File: src/hdl/keystream_seal_with_fnv_check_defines.svh
// ----------------------------------------------------------------------------
// keystream sealer assertion macros
// shared concurrent assertion forms, clocked on clk and idle during reset
// ----------------------------------------------------------------------------
`ifndef KEYSTREAM_SEAL_WITH_FNV_CHECK_DEFINES_SVH
`define KEYSTREAM_SEAL_WITH_FNV_CHECK_DEFINES_SVH

// consequent must hold in the same cycle as the antecedent
`define KSFC_ASSERT_NOW(label, ante, cons, msg) \
    label: assert property (@(posedge clk) disable iff (!rst_n) (ante) |-> (cons)) \
        else $error(msg);

// consequent must hold in the cycle after the antecedent
`define KSFC_ASSERT_NEXT(label, ante, cons, msg) \
    label: assert property (@(posedge clk) disable iff (!rst_n) (ante) |=> (cons)) \
        else $error(msg);

`endif

File: src/hdl/ksfc_pkg.sv
// ----------------------------------------------------------------------------
// ksfc_pkg
// constants, command and status types shared by the keystream sealer
// ----------------------------------------------------------------------------
`default_nettype none

package ksfc_pkg;

    localparam int CFG_INDEX_W = 2;

    localparam logic [CFG_INDEX_W-1:0] CFG_NONCE     = 2'd0;
    localparam logic [CFG_INDEX_W-1:0] CFG_SEAL_MODE = 2'd1;

    localparam logic [31:0] FNV_BASIS = 32'h811c9dc5;
    localparam logic [31:0] FNV_PRIME = 32'h01000193;

    localparam logic [63:0] SM_GAMMA = 64'h9E3779B97F4A7C15;
    localparam logic [63:0] SM_MUL1  = 64'hBF58476D1CE4E5B9;
    localparam logic [63:0] SM_MUL2  = 64'h94D049BB133111EB;
    localparam logic [63:0] KEY_A    = 64'h9F3ADB27C41E88B5;
    localparam logic [63:0] KEY_B    = 64'h51C2F97A6E0D3B84;
    localparam logic [63:0] KEY_C    = 64'h2D6F8B1A94C5E037;

    // fixed generator key, folded at elaboration
    localparam logic [63:0] KEY_MIX0 = ((KEY_A ^ KEY_B) + SM_GAMMA) ^ KEY_C;
    localparam logic [63:0] KEY_MIX1 = KEY_MIX0 * SM_MUL1;
    localparam logic [63:0] SEAL_KEY = KEY_MIX1 ^ (KEY_MIX1 >> 29);

    // partial product selection of the shared 32x32 multiplier
    typedef enum logic [1:0] {
        MUL_LO_LO,
        MUL_LO_HI,
        MUL_HI_LO
    } ksfc_mul_phase_t;

    typedef struct packed {
        logic            restart;
        logic            gen_step;
        logic            mul_en;
        ksfc_mul_phase_t mul_phase;
        logic            mul_second;
        logic            mix_load;
        logic            word_load;
        logic            byte_take;
        logic            csum_take;
        logic [1:0]      csum_idx;
    } ksfc_cmd_t;

    typedef struct packed {
        logic seal;
        logic lane_wrap;
        logic out_free;
        logic cfg_write;
    } ksfc_stat_t;

endpackage

`default_nettype wire

File: src/hdl/ksfc_ctrl.sv
// ----------------------------------------------------------------------------
// ksfc_ctrl
// sequencer: keystream word build, byte transactions and checksum trailer
// ----------------------------------------------------------------------------
`default_nettype none

`include "keystream_seal_with_fnv_check_defines.svh"

module ksfc_ctrl (
    input  wire logic                clk,
    input  wire logic                rst_n,
    input  wire logic                in_valid,
    input  wire logic                in_last,
    output logic                     in_ready,
    input  wire ksfc_pkg::ksfc_stat_t stat,
    output ksfc_pkg::ksfc_cmd_t      cmd
);
    import ksfc_pkg::*;

    typedef enum logic [3:0] {
        S_GEN,
        S_MA0,
        S_MA1,
        S_MA2,
        S_MIX,
        S_MB0,
        S_MB1,
        S_MB2,
        S_FIN,
        S_RUN,
        S_CSUM
    } state_t;

    state_t     state_reg, state_next;
    logic       csum_pending_reg, csum_pending_next;
    logic [1:0] csum_idx_reg, csum_idx_next;
    logic       take;

    assign in_ready = (state_reg == S_RUN) && stat.out_free;
    assign take     = in_valid && in_ready;

    always_comb
    begin
        state_next        = state_reg;
        csum_pending_next = csum_pending_reg;
        csum_idx_next     = csum_idx_reg;
        cmd               = '0;
        cmd.mul_phase     = MUL_LO_LO;
        cmd.csum_idx      = csum_idx_reg;

        unique case (state_reg)
            S_GEN:
            begin
                cmd.gen_step = 1'b1;
                state_next   = S_MA0;
            end
            S_MA0:
            begin
                cmd.mul_en    = 1'b1;
                cmd.mul_phase = MUL_LO_LO;
                state_next    = S_MA1;
            end
            S_MA1:
            begin
                cmd.mul_en    = 1'b1;
                cmd.mul_phase = MUL_LO_HI;
                state_next    = S_MA2;
            end
            S_MA2:
            begin
                cmd.mul_en    = 1'b1;
                cmd.mul_phase = MUL_HI_LO;
                state_next    = S_MIX;
            end
            S_MIX:
            begin
                cmd.mix_load = 1'b1;
                state_next   = S_MB0;
            end
            S_MB0:
            begin
                cmd.mul_en     = 1'b1;
                cmd.mul_second = 1'b1;
                cmd.mul_phase  = MUL_LO_LO;
                state_next     = S_MB1;
            end
            S_MB1:
            begin
                cmd.mul_en     = 1'b1;
                cmd.mul_second = 1'b1;
                cmd.mul_phase  = MUL_LO_HI;
                state_next     = S_MB2;
            end
            S_MB2:
            begin
                cmd.mul_en     = 1'b1;
                cmd.mul_second = 1'b1;
                cmd.mul_phase  = MUL_HI_LO;
                state_next     = S_FIN;
            end
            S_FIN:
            begin
                cmd.word_load = 1'b1;
                state_next    = csum_pending_reg ? S_CSUM : S_RUN;
            end
            S_RUN:
            begin
                if (take)
                begin
                    cmd.byte_take = 1'b1;
                    if (in_last && stat.seal)
                    begin
                        csum_pending_next = 1'b1;
                        csum_idx_next     = 2'd0;
                        state_next        = stat.lane_wrap ? S_GEN : S_CSUM;
                    end
                    else if (in_last)
                    begin
                        cmd.restart = 1'b1;
                        state_next  = S_GEN;
                    end
                    else if (stat.lane_wrap)
                    begin
                        state_next = S_GEN;
                    end
                end
            end
            S_CSUM:
            begin
                if (stat.out_free)
                begin
                    cmd.csum_take = 1'b1;
                    if (csum_idx_reg == 2'd3)
                    begin
                        // trailer done, start over for the next payload
                        cmd.restart       = 1'b1;
                        csum_pending_next = 1'b0;
                        csum_idx_next     = 2'd0;
                        state_next        = S_GEN;
                    end
                    else
                    begin
                        csum_idx_next = csum_idx_reg + 2'd1;
                        state_next    = stat.lane_wrap ? S_GEN : S_CSUM;
                    end
                end
            end
            default:
            begin
                state_next = S_GEN;
            end
        endcase

        // a nonce or seal-mode register write abandons everything and rebuilds the first word
        if (stat.cfg_write)
        begin
            state_next        = S_GEN;
            csum_pending_next = 1'b0;
            csum_idx_next     = 2'd0;
        end
    end

    always_ff @(posedge clk or negedge rst_n)
    begin
        if (!rst_n)
        begin
            state_reg        <= S_GEN;
            csum_pending_reg <= 1'b0;
            csum_idx_reg     <= 2'd0;
        end
        else
        begin
            state_reg        <= state_next;
            csum_pending_reg <= csum_pending_next;
            csum_idx_reg     <= csum_idx_next;
        end
    end

    `KSFC_ASSERT_NEXT(a_seal_last_holds_input, take && stat.seal && in_last, !in_ready, "input taken during checksum trailer")
    `KSFC_ASSERT_NOW(a_idx_needs_pending, csum_idx_reg != 2'd0, csum_pending_reg, "checksum index without pending trailer")
    `KSFC_ASSERT_NEXT(a_fin_resumes, (state_reg == S_FIN) && !stat.cfg_write, (state_reg == S_RUN) || (state_reg == S_CSUM), "word build did not resume traffic")

endmodule

`default_nettype wire

File: src/hdl/ksfc_datapath.sv
// ----------------------------------------------------------------------------
// ksfc_datapath
// generator, shared multiplier, fnv hash, tail window and output register
// ----------------------------------------------------------------------------
`default_nettype none

`include "keystream_seal_with_fnv_check_defines.svh"

module ksfc_datapath (
    input  wire logic                          clk,
    input  wire logic                          rst_n,
    input  wire ksfc_pkg::ksfc_cmd_t           cmd,
    output ksfc_pkg::ksfc_stat_t               stat,
    input  wire logic [7:0]                    in_byte,
    input  wire logic                          in_last,
    output logic                               out_valid,
    input  wire logic                          out_ready,
    output logic [7:0]                         out_byte,
    output logic                               out_last,
    output logic                               checksum_good,
    output logic                               payload_short,
    input  wire logic                          cfg_valid,
    output logic                               cfg_ready,
    input  wire logic [ksfc_pkg::CFG_INDEX_W-1:0] cfg_index,
    input  wire logic [63:0]                   cfg_data
);
    import ksfc_pkg::*;

    // control state
    logic [63:0] nonce_reg, nonce_next;
    logic        seal_reg, seal_next;
    logic [63:0] gen_reg, gen_next;
    logic [2:0]  lane_reg, lane_next;
    logic [31:0] hash_reg, hash_next;
    logic [31:0] window_reg, window_next;
    logic [2:0]  count_reg, count_next;
    logic        out_valid_reg, out_valid_next;

    // payload
    logic [63:0] word_reg, word_next;
    logic [63:0] opa_reg, opa_next;
    logic [63:0] acc_reg, acc_next;
    logic [7:0]  out_byte_reg, out_byte_next;
    logic        out_last_reg, out_last_next;
    logic        good_reg, good_next;
    logic        short_reg, short_next;

    logic [7:0]  key_byte;
    logic [63:0] mul_const;
    logic [31:0] mul_a, mul_b;
    logic [63:0] mul_prod;
    logic [63:0] gen_sum;
    logic [7:0]  hash_src;
    logic [31:0] hash_mix;
    logic [31:0] hash_after;
    logic [7:0]  plain;
    logic        count_sat;
    logic [2:0]  count_inc;
    logic [31:0] window_shift;
    logic [7:0]  csum_byte;
    logic        cfg_write;

    assign cfg_ready = 1'b1;
    assign cfg_write = cfg_valid
                       && ((cfg_index == CFG_NONCE) || (cfg_index == CFG_SEAL_MODE));

    assign stat.seal      = seal_reg;
    assign stat.lane_wrap = (lane_reg == 3'd7);
    assign stat.out_free  = !out_valid_reg || out_ready;
    assign stat.cfg_write = cfg_write;

    assign key_byte  = word_reg[{lane_reg, 3'b000} +: 8];
    assign mul_const = cmd.mul_second ? SM_MUL2 : SM_MUL1;

    always_comb
    begin
        unique case (cmd.mul_phase)
            MUL_LO_LO:
            begin
                mul_a = opa_reg[31:0];
                mul_b = mul_const[31:0];
            end
            MUL_LO_HI:
            begin
                mul_a = opa_reg[31:0];
                mul_b = mul_const[63:32];
            end
            MUL_HI_LO:
            begin
                mul_a = opa_reg[63:32];
                mul_b = mul_const[31:0];
            end
            default:
            begin
                mul_a = opa_reg[31:0];
                mul_b = mul_const[31:0];
            end
        endcase
    end

    assign mul_prod     = {32'd0, mul_a} * {32'd0, mul_b};
    assign gen_sum      = gen_reg + SM_GAMMA;
    assign hash_src     = seal_reg ? in_byte : window_reg[7:0];
    assign hash_mix     = (hash_reg ^ {24'd0, hash_src}) * FNV_PRIME;
    assign plain        = in_byte ^ key_byte;
    assign count_sat    = (count_reg == 3'd4);
    assign count_inc    = count_sat ? count_reg : count_reg + 3'd1;
    assign window_shift = {plain, window_reg[31:8]};
    // unseal hashes the byte leaving the window only once the window is full
    assign hash_after   = count_sat ? hash_mix : hash_reg;
    assign csum_byte    = hash_reg[{cmd.csum_idx, 3'b000} +: 8] ^ key_byte;

    always_comb
    begin
        nonce_next     = nonce_reg;
        seal_next      = seal_reg;
        gen_next       = gen_reg;
        lane_next      = lane_reg;
        hash_next      = hash_reg;
        window_next    = window_reg;
        count_next     = count_reg;
        word_next      = word_reg;
        opa_next       = opa_reg;
        acc_next       = acc_reg;
        out_byte_next  = out_byte_reg;
        out_last_next  = out_last_reg;
        good_next      = good_reg;
        short_next     = short_reg;
        out_valid_next = out_valid_reg && !out_ready;

        if (cmd.gen_step)
        begin
            gen_next = gen_sum;
            opa_next = gen_sum ^ (gen_sum >> 30);
        end

        // 64-bit product mod 2^64 from three 32x32 partial products
        if (cmd.mul_en)
        begin
            if (cmd.mul_phase == MUL_LO_LO)
            begin
                acc_next = mul_prod;
            end
            else
            begin
                acc_next = {acc_reg[63:32] + mul_prod[31:0], acc_reg[31:0]};
            end
        end

        if (cmd.mix_load)
        begin
            opa_next = acc_reg ^ (acc_reg >> 27);
        end

        if (cmd.word_load)
        begin
            word_next = acc_reg ^ (acc_reg >> 31);
        end

        if (cmd.byte_take)
        begin
            lane_next      = lane_reg + 3'd1;
            out_valid_next = 1'b1;
            if (seal_reg)
            begin
                hash_next     = hash_mix;
                out_byte_next = in_byte ^ key_byte;
                out_last_next = 1'b0;
                good_next     = 1'b0;
                short_next    = 1'b0;
            end
            else
            begin
                hash_next     = hash_after;
                window_next   = window_shift;
                count_next    = count_inc;
                out_byte_next = plain;
                out_last_next = in_last;
                good_next     = in_last && (count_inc == 3'd4) && (window_shift == hash_after);
                short_next    = in_last && (count_inc != 3'd4);
            end
        end

        if (cmd.csum_take)
        begin
            lane_next      = lane_reg + 3'd1;
            out_valid_next = 1'b1;
            out_byte_next  = csum_byte;
            out_last_next  = (cmd.csum_idx == 2'd3);
            good_next      = 1'b0;
            short_next     = 1'b0;
        end

        if (cfg_write)
        begin
            unique case (cfg_index)
                CFG_NONCE:     nonce_next = cfg_data;
                CFG_SEAL_MODE: seal_next  = cfg_data[0];
                default:       nonce_next = nonce_reg;
            endcase
        end

        if (cmd.restart || cfg_write)
        begin
            gen_next    = SEAL_KEY ^ nonce_next;
            lane_next   = 3'd0;
            hash_next   = FNV_BASIS;
            window_next = 32'd0;
            count_next  = 3'd0;
        end
    end

    always_ff @(posedge clk or negedge rst_n)
    begin
        if (!rst_n)
        begin
            nonce_reg     <= 64'd0;
            seal_reg      <= 1'b0;
            gen_reg       <= SEAL_KEY;
            lane_reg      <= 3'd0;
            hash_reg      <= FNV_BASIS;
            window_reg    <= 32'd0;
            count_reg     <= 3'd0;
            out_valid_reg <= 1'b0;
        end
        else
        begin
            nonce_reg     <= nonce_next;
            seal_reg      <= seal_next;
            gen_reg       <= gen_next;
            lane_reg      <= lane_next;
            hash_reg      <= hash_next;
            window_reg    <= window_next;
            count_reg     <= count_next;
            out_valid_reg <= out_valid_next;
        end
    end

    always_ff @(posedge clk)
    begin
        word_reg     <= word_next;
        opa_reg      <= opa_next;
        acc_reg      <= acc_next;
        out_byte_reg <= out_byte_next;
        out_last_reg <= out_last_next;
        good_reg     <= good_next;
        short_reg    <= short_next;
    end

    assign out_valid     = out_valid_reg;
    assign out_byte      = out_byte_reg;
    assign out_last      = out_last_reg;
    assign checksum_good = good_reg;
    assign payload_short = short_reg;

    `KSFC_ASSERT_NOW(a_count_saturates, 1'b1, count_reg <= 3'd4, "byte count above four")
    `KSFC_ASSERT_NOW(a_good_on_last, out_valid_reg && good_reg, out_last_reg, "checksum flag off the last byte")
    `KSFC_ASSERT_NOW(a_flags_exclusive, out_valid_reg, !(good_reg && short_reg), "good and short both set")

endmodule

`default_nettype wire

File: src/hdl/keystream_seal_with_fnv_check.sv
// ----------------------------------------------------------------------------
// keystream_seal_with_fnv_check
// splitmix64 keystream byte cipher with fnv-1a 32 seal and verify
// ----------------------------------------------------------------------------
// Bytes stream in one transaction at a time and leave through a single output
// register, so a new byte is taken in the same cycle a waiting result is
// taken. While a 64-bit keystream word lasts and the receiver does not stall,
// one byte moves per cycle. Each word serves eight bytes; the next one is built
// by one shared 32x32 multiplier (add step, two 64-bit products of three partial
// products each, two mix steps). In seal mode the last byte is followed by four
// checksum bytes at one per cycle while the receiver does not stall, with a word
// build in between wherever the keystream word runs out, and no input taken
// meanwhile. After every last byte (in seal mode, after its trailer) and after
// every nonce or seal-mode register write, the generator, hash and window start
// over and the first word is rebuilt before input resumes.
// ----------------------------------------------------------------------------
`default_nettype none

module keystream_seal_with_fnv_check (
    input  wire logic                              clk,
    input  wire logic                              rst_n,
    input  wire logic                              in_valid,
    output logic                                   in_ready,
    input  wire logic [7:0]                        in_byte,
    input  wire logic                              in_last,
    output logic                                   out_valid,
    input  wire logic                              out_ready,
    output logic [7:0]                             out_byte,
    output logic                                   out_last,
    output logic                                   checksum_good,
    output logic                                   payload_short,
    input  wire logic                              cfg_valid,
    output logic                                   cfg_ready,
    input  wire logic [ksfc_pkg::CFG_INDEX_W-1:0]  cfg_index,
    input  wire logic [63:0]                       cfg_data
);
    import ksfc_pkg::*;

    ksfc_cmd_t  cmd;
    ksfc_stat_t stat;

    ksfc_ctrl u_ctrl (
        .clk      (clk),
        .rst_n    (rst_n),
        .in_valid (in_valid),
        .in_last  (in_last),
        .in_ready (in_ready),
        .stat     (stat),
        .cmd      (cmd)
    );

    ksfc_datapath u_datapath (
        .clk           (clk),
        .rst_n         (rst_n),
        .cmd           (cmd),
        .stat          (stat),
        .in_byte       (in_byte),
        .in_last       (in_last),
        .out_valid     (out_valid),
        .out_ready     (out_ready),
        .out_byte      (out_byte),
        .out_last      (out_last),
        .checksum_good (checksum_good),
        .payload_short (payload_short),
        .cfg_valid     (cfg_valid),
        .cfg_ready     (cfg_ready),
        .cfg_index     (cfg_index),
        .cfg_data      (cfg_data)
    );

endmodule

`default_nettype wire

File: config.mk
export PLATFORM = sky130hd
export DESIGN_NAME = keystream_seal_with_fnv_check
export DESIGN_NICKNAME = d
export VERILOG_FILES = /design/src/hdl/ksfc_pkg.sv /design/src/hdl/ksfc_ctrl.sv /design/src/hdl/ksfc_datapath.sv /design/src/hdl/keystream_seal_with_fnv_check.sv
export VERILOG_INCLUDE_DIRS = /design/src /design/src/hdl
export SDC_FILE = /design/constraint.sdc
export NUM_CORES = 2
export LEC_CHECK = 0
export BUFFER_PORTS_ARGS = -buffer_cell sky130_fd_sc_hd__buf_2
export CAP_MARGIN = 10
export CORE_MARGIN = 2
export CORE_UTILIZATION = 35
export DETAILED_ROUTE_END_ITERATION = 12
export PLACE_DENSITY = 0.51
export SYNTH_ARGS = -nofsm -noshare
export SYNTH_HDL_FRONTEND = slang
export SYNTH_HIERARCHICAL = 1
export SYNTH_SLANG_ARGS = --single-unit
File: constraint.sdc
create_clock -name clk -period 10.86 [get_ports clk]
set_input_delay 0.543 -clock clk [delete_from_list [all_inputs] [get_ports clk]]
set_output_delay 0.543 -clock clk [all_outputs]
set_load 0.01 [all_outputs]
======== Word-level counts from Yosys, hierarchy flattened ========
Cells that the tools add are included.
W data, S select, Z words.
cells by class
  add/sub/neg operators ................... 5
  multipliers ............................. 2
  eq/ne operators ......................... 25
  shift operators ......................... 2
  muxes and demuxes ....................... 71
  bitwise logic cells ..................... 7
  reduce and logical (&&, ||, !) cells .... 32
operators with widths
  operator                  number
  $mux W64                  7
  $mux W32                  9
  $add A64 B64 Y64 const B  1
  $mul A32 B32 Y64          1
  $shiftx A64 B7 Y8         1
  $xor A64 B33 Y64          1
  $xor A64 B34 Y64          1
  $xor A64 B37 Y64          1
  $mux W62                  1
  $pmux W4 S11              1
  $add A32 B32 Y32          1
  $eq A32 B32 Y1            1
  $mul A32 B25 Y32 const B  1
  $mux W4                   8
  $not A32 Y32              1
  $shiftx A32 B6 Y8         1
  $xor A32 B8 Y32           1
  $mux W1                   25
  $mux W8                   3
  $mux W3                   7
  $eq A4 B3 Y1 const B      4
  $xor A8 B8 Y8             2
  $eq A4 B4 Y1 const B      3
  $mux W2                   6
  28 further kinds          56
word-level totals
  register bits after elaboration ......... 410
  input bits .............................. 80
  output and inout port bits .............. 14
  word-level logic and storage cells ...... 163

======== Longest topological paths before layout ========
  depth in word-level cells ............... 9
  depth in mapped cells ................... 46
  depth with buffers taken out ............ 42

======== Modules after synthesis ========
Netlist, hierarchy kept.
by module, submodules not included
  module         times used  cells an instance  area an instance (µm²)  sequential area each (µm²)
  ksfc_datapath  1           5656               56335.3                 11138.2
  ksfc_ctrl      1           64                 601.8                   175.2

======== Least setup slack after synthesis ========
OpenSTA, ideal clock, no wires.
  path kind ............................... reg2reg
  start ................................... register u_ctrl.state_reg[1]
  end ..................................... register u_datapath.acc_reg[63] (data pin)
  library setup time ...................... 0.270 ns
  data arrival time ....................... 9.872 ns
  data required time ...................... 10.590 ns
  setup slack ............................. 0.718 ns
  cell stages (with the launch flop) ...... 41
  path buffers ............................ 4
  clock period less this slack ............ 10.142 ns
  cells stage by stage .................... dfrtp_1 -> buf_2 -> nand2_1 -> nor2_1 -> nor2b_1 -> clkbuf_1 -> clkbuf_1 -> buf_1 -> mux2i_1 -> nor2_1 -> nand2_1 -> fa_1 -> inv_1 -> fa_1 -> fa_1 -> inv_1 -> fa_1 -> inv_1 -> [... 5 more ...] -> a21o_1 -> a21o_1 -> a2111oi_0 -> nand2_1 -> nand2_1 -> o21ai_0 -> a21o_1 -> a21oi_1 -> xnor2_1 -> ha_1 -> and4_1 -> nand2_1 -> o211ai_1 -> o211ai_1 -> o21ai_0 -> xnor2_1 -> nor2_1 -> a21oi_1
RTL lines
  item                    RTL line              RTL
  from (decl)             ksfc_ctrl.sv:34       state_t state_reg, state_next;
  from (signal assigned)  ksfc_ctrl.sv:173      state_reg <= state_next;
  to (signal assigned)    ksfc_datapath.sv:243  acc_reg <= acc_next;
  to (decl)               ksfc_datapath.sv:42   logic [63:0] acc_reg, acc_next;

==> summary.txt <==
Yosys
  • Cell area after synthesis: about 0.057 sq mm
  • Synthesized instance count: 5720
  • Synth Area in Simple Gates: around 9.2%
  • Top_reg_cell synth: sky130_fd_sc_hd__edfxtp_1
  • Synth Area in XOR/XNOR: under 10%
  • Sequential element share of the synthesized area: 19.9%
  • Number of distinct library cells after synthesis: just over 90
  • Mux contribution to synthesized area: between 4 and 5%
  • Total number of yosys warnings: 6
  • Dominant combinational cell family by area after synthesis: adder cells
  • Post-Synthesis Mean Instance Area: about 10 sq um
  • Yosys reg bits: 410
  • EDFF count, synth: about 200
  • Net count of the mapped netlist: roughly 7200
  • Area fraction in compound gates after synthesis: roughly 7.4%
  • Synthesized-area fraction occupied by adder cells: 43.6%
  • Post-synthesis async set-or-reset flop share: 50.5%

Hold path
  • Worst min path class: in -> reg
  • Min-Delay Path Depth: 2

GRT
  • First-pass GRT wire length: 307000 microns
  • All-layer global routing usage: ~25%
  • Via count of the first global-routing pass: 43584
  • Largest net degree at the start of global routing: 103
  • Initial antenna violation count: 7
  • Global route total overflow: 0

Critical path
  • Highest net fanout along the worst path: 8
  • Category of the most critical setup path: reg -> reg
  • Number of logic stages on the critical path including buffering: 40
  • R2r worst-path depth: 40
  • Required time of the critical path: between 10 and 15 ns
  • Highest-delay cell along the critical path: sky130_fd_sc_hd__fa_1
  • Slowest stage delay, CP: between 0.5 and 0.6 ns
  • Crit-path leading delay family: adder cells
  • Type of destination of the critical path: flop
  • CP dominant cell by count: sky130_fd_sc_hd__fa_1
  • Sort of element at the start of the critical path: flop
  • CP Buf/Inv Count: 8
  • CP arrival: 10.73 ns

Clock network
  • Number of buffers on the longest clock path: 3
  • Number of buffers created by CTS: approximately 50
  • Clock latency on the worst-skew pair: approximately 0.63 ns
  • Clock tree from TritonCTS: yes
  • H-tree depth: 2
  • Number of setup buffers added after CTS: 0
  • Clock-pin slew of the registers on the worst-case setup and hold paths: roughly 0.060 ns
  • Library cell used as clock root buffer: sky130_fd_sc_hd__clkbuf_16
  • Clk sinks: 410

STA
  • Clock skew after layout: 0.0264 ns
  • Crit path time final: 10.38 ns
  • Final total negative setup slack: 0 ns
  • Final Slew Violations: 0
  • Fmax achieved: 96.3 MHz
  • Setup violators final: 0
  • Setup repair after global routing missed its margin: false
  • Transition at the pin with the smallest max-transition slack: roughly 1.1 ns
  • Final period util: between 90% and 100%
  • Worst slew margin: 24.0%
  • Endpoints failing hold: 0

Drt
  • DR WL/cell: 26.1 microns
  • Remaining DRCs: 0
  • Detailed-routing iteration count for the pre-antenna-repair pass: 6
  • Number of antenna-violating nets in the routed design: 0
  • Iteration-0 DRC count of the detailed router: approximately 3500
  • Routed vias/inst: between 5 and 6
  • Wire length after detailed routing: approximately 210000 microns
  • Vias: ~40000

Placement
  • GPL Wtd Cong: 0.959
  • Post-detailed-placement half-perimeter wirelength: 179000 microns
  • Number of input and output port buffers inserted: 92

Floorplan
  • Core Box Area: between 0.15 and 0.2 sq mm
  • Width of the die: 407 microns
  • Y dimension of the die: a little over 400 microns
  • I/O pins: between 90 and 100
  • Die Footprint: ~0.17 sq mm
  • Initial Util: 35.1%
  • Standard-cell rows: between 100 and 150

Cells and area
  • Diodes inserted: 0
  • Proportion of layout cells with a drive suffix above 1: 9.29%
  • Nets@finish: ~7400
  • Area grow syn2layout: 9.54%
  • Filler Cells Inserted: about 16000

Run
  • Number of maximum-capacitance violations: 0

Outcome
  • Outcome: finished clean
routing by layer:
layer	track usage (%)	up-vias	part of all wire (%)
met5	0	-	0.027
met4	8.44	8	4.0
met3	3.49	272	5.9
met1	34.9	21191	44
li1	-	18291	-
met2	41.2	1309	46
logic make-up after synthesis:
logic type	after synthesis
flip-flops	410
AO/OA/AOI/OAI	686
multiplexers	187
AND/OR/NAND/NOR	1169
other	2
buffers and inverters	1400
XOR/XNOR	417
adder cells (fa/ha/maj)	1449
synthesized netlist by cell type (13+ instances only):
library cell	n	area share, %
sky130_fd_sc_hd__nor3_1	65	0.57
sky130_fd_sc_hd__mux4_2	17	0.67
sky130_fd_sc_hd__or3_1	13	0.14
sky130_fd_sc_hd__and2_1	48	0.53
sky130_fd_sc_hd__nand4_1	17	0.19
sky130_fd_sc_hd__a211oi_1	19	0.25
sky130_fd_sc_hd__nor2b_1	30	0.33
sky130_fd_sc_hd__nor2_1	395	2.6
sky130_fd_sc_hd__clkbuf_1	149	0.98
sky130_fd_sc_hd__a21oi_1	250	2.2
sky130_fd_sc_hd__dfstp_2	46	2.1
sky130_fd_sc_hd__o21a_1	21	0.28
sky130_fd_sc_hd__mux2_2	98	1.9
sky130_fd_sc_hd__o21ai_0	166	1.5
sky130_fd_sc_hd__a31oi_1	18	0.20
sky130_fd_sc_hd__and3_1	27	0.30
sky130_fd_sc_hd__edfxtp_1	201	11
sky130_fd_sc_hd__o211ai_1	25	0.33
sky130_fd_sc_hd__nand2_1	423	2.8
sky130_fd_sc_hd__fa_1	895	31
sky130_fd_sc_hd__xnor2_1	233	3.6
sky130_fd_sc_hd__buf_1	17	0.11
sky130_fd_sc_hd__nand3_1	38	0.33
sky130_fd_sc_hd__or2_2	18	0.20
sky130_fd_sc_hd__xor2_1	181	2.8
sky130_fd_sc_hd__nand2b_1	54	0.59
sky130_fd_sc_hd__ha_1	554	12
sky130_fd_sc_hd__dfrtp_1	161	7.1
sky130_fd_sc_hd__o21bai_1	19	0.25
sky130_fd_sc_hd__a21o_1	66	0.87
sky130_fd_sc_hd__mux2i_1	61	1.1
sky130_fd_sc_hd__inv_1	1220	8.0
layout make-up:
| class | instances | area, sq um | area share, % |
|---|---|---|---|
| flip-flops and latches | 410 | 11300 | 18.1 |
| clock buffers | 67 | 1410 | 2.25 |
| well taps | 2175 | 2720 | 4.36 |
| clock inverters | 25 | 255 | 0.409 |
| inverters | 1222 | 4590 | 7.35 |
| repair buffers | 231 | 1590 | 2.55 |
| multi-input cells | 3910 | 40500 | 64.9 |
worst register-to-register path, delay by kind of cell (launching register included):
kind	cells	cell delay, ns
adder cells (fa/ha/maj)	10	4.92
AND/OR/NAND/NOR	9	1.66
AO/OA/AOI/OAI	11	1.77
XOR/XNOR	2	0.47
buffers and inverters	8	0.83
flip-flops	1	0.47
placed cells by master (no fill, tap or decap), types with 165 or more instances in the layout:
master | synthesis | routed
sky130_fd_sc_hd__edfxtp_1 | 201 | 201
sky130_fd_sc_hd__xnor2_1 | 233 | 230
sky130_fd_sc_hd__xor2_1 | 181 | 181
sky130_fd_sc_hd__a21oi_1 | 250 | 250
sky130_fd_sc_hd__fa_1 | 895 | 895
sky130_fd_sc_hd__nand2_1 | 423 | 422
sky130_fd_sc_hd__o21ai_0 | 166 | 165
sky130_fd_sc_hd__ha_1 | 554 | 554
sky130_fd_sc_hd__inv_1 | 1220 | 1220
sky130_fd_sc_hd__nor2_1 | 395 | 383
repair_timing:
item,4_1_cts,5_1_grt
setup endpoints to repair,0,11
resized for setup,0,24
hold buffers,1,0
hold endpoints to repair,42,0
path summary, 6_finish.rpt:
check / slack [ns] / end / from
setup / recovery: 0.48 / u_datapath/acc_reg[63]$_DFFE_PP_ / u_ctrl/state_reg[0]$_DFFE_PN0P_
hold / removal: 0.17 / u_datapath/nonce_reg[39]$_DFF_PN0_ / cfg_data[39]
setup reg to reg: 0.48 / u_datapath/acc_reg[63]$_DFFE_PP_ / u_ctrl/state_reg[0]$_DFFE_PN0P_
hold reg to reg: 0.49 / u_datapath/checksum_good$_SDFFE_PP0P_ / u_datapath/checksum_good$_SDFFE_PP0P_
max in group asynchronous: 8.26 / u_datapath/nonce_reg[53]$_DFF_PN0_ / rst_n
min in group asynchronous: 0.57 / u_datapath/nonce_reg[43]$_DFF_PN0_ / rst_n
per-stage QoR:
| stage | worst slack, ns | utilization (%) | hold slack [ns] | instance area [sq um] | instances |
|---|---|---|---|---|---|
| after floorplan | 0.718 | - | 0.247 | 56900 | 5720 |
| after global placement | 0.135 | 37.4 | 0.479 | 60600 | 7947 |
| after detailed placement | 0.115 | 37.4 | 0.486 | 60600 | 7947 |
| after CTS | 0.0464 | 38.4 | 0.135 | 62300 | 8040 |
| after global routing | 0.00714 | 38.4 | 0.157 | 62400 | 8040 |
| final | 0.480 | 38.4 | 0.172 | 62400 | 8040 |
Power is not shown: default switching activity piles up to over one toggle a cycle in this logic, so the estimate is an artifact.
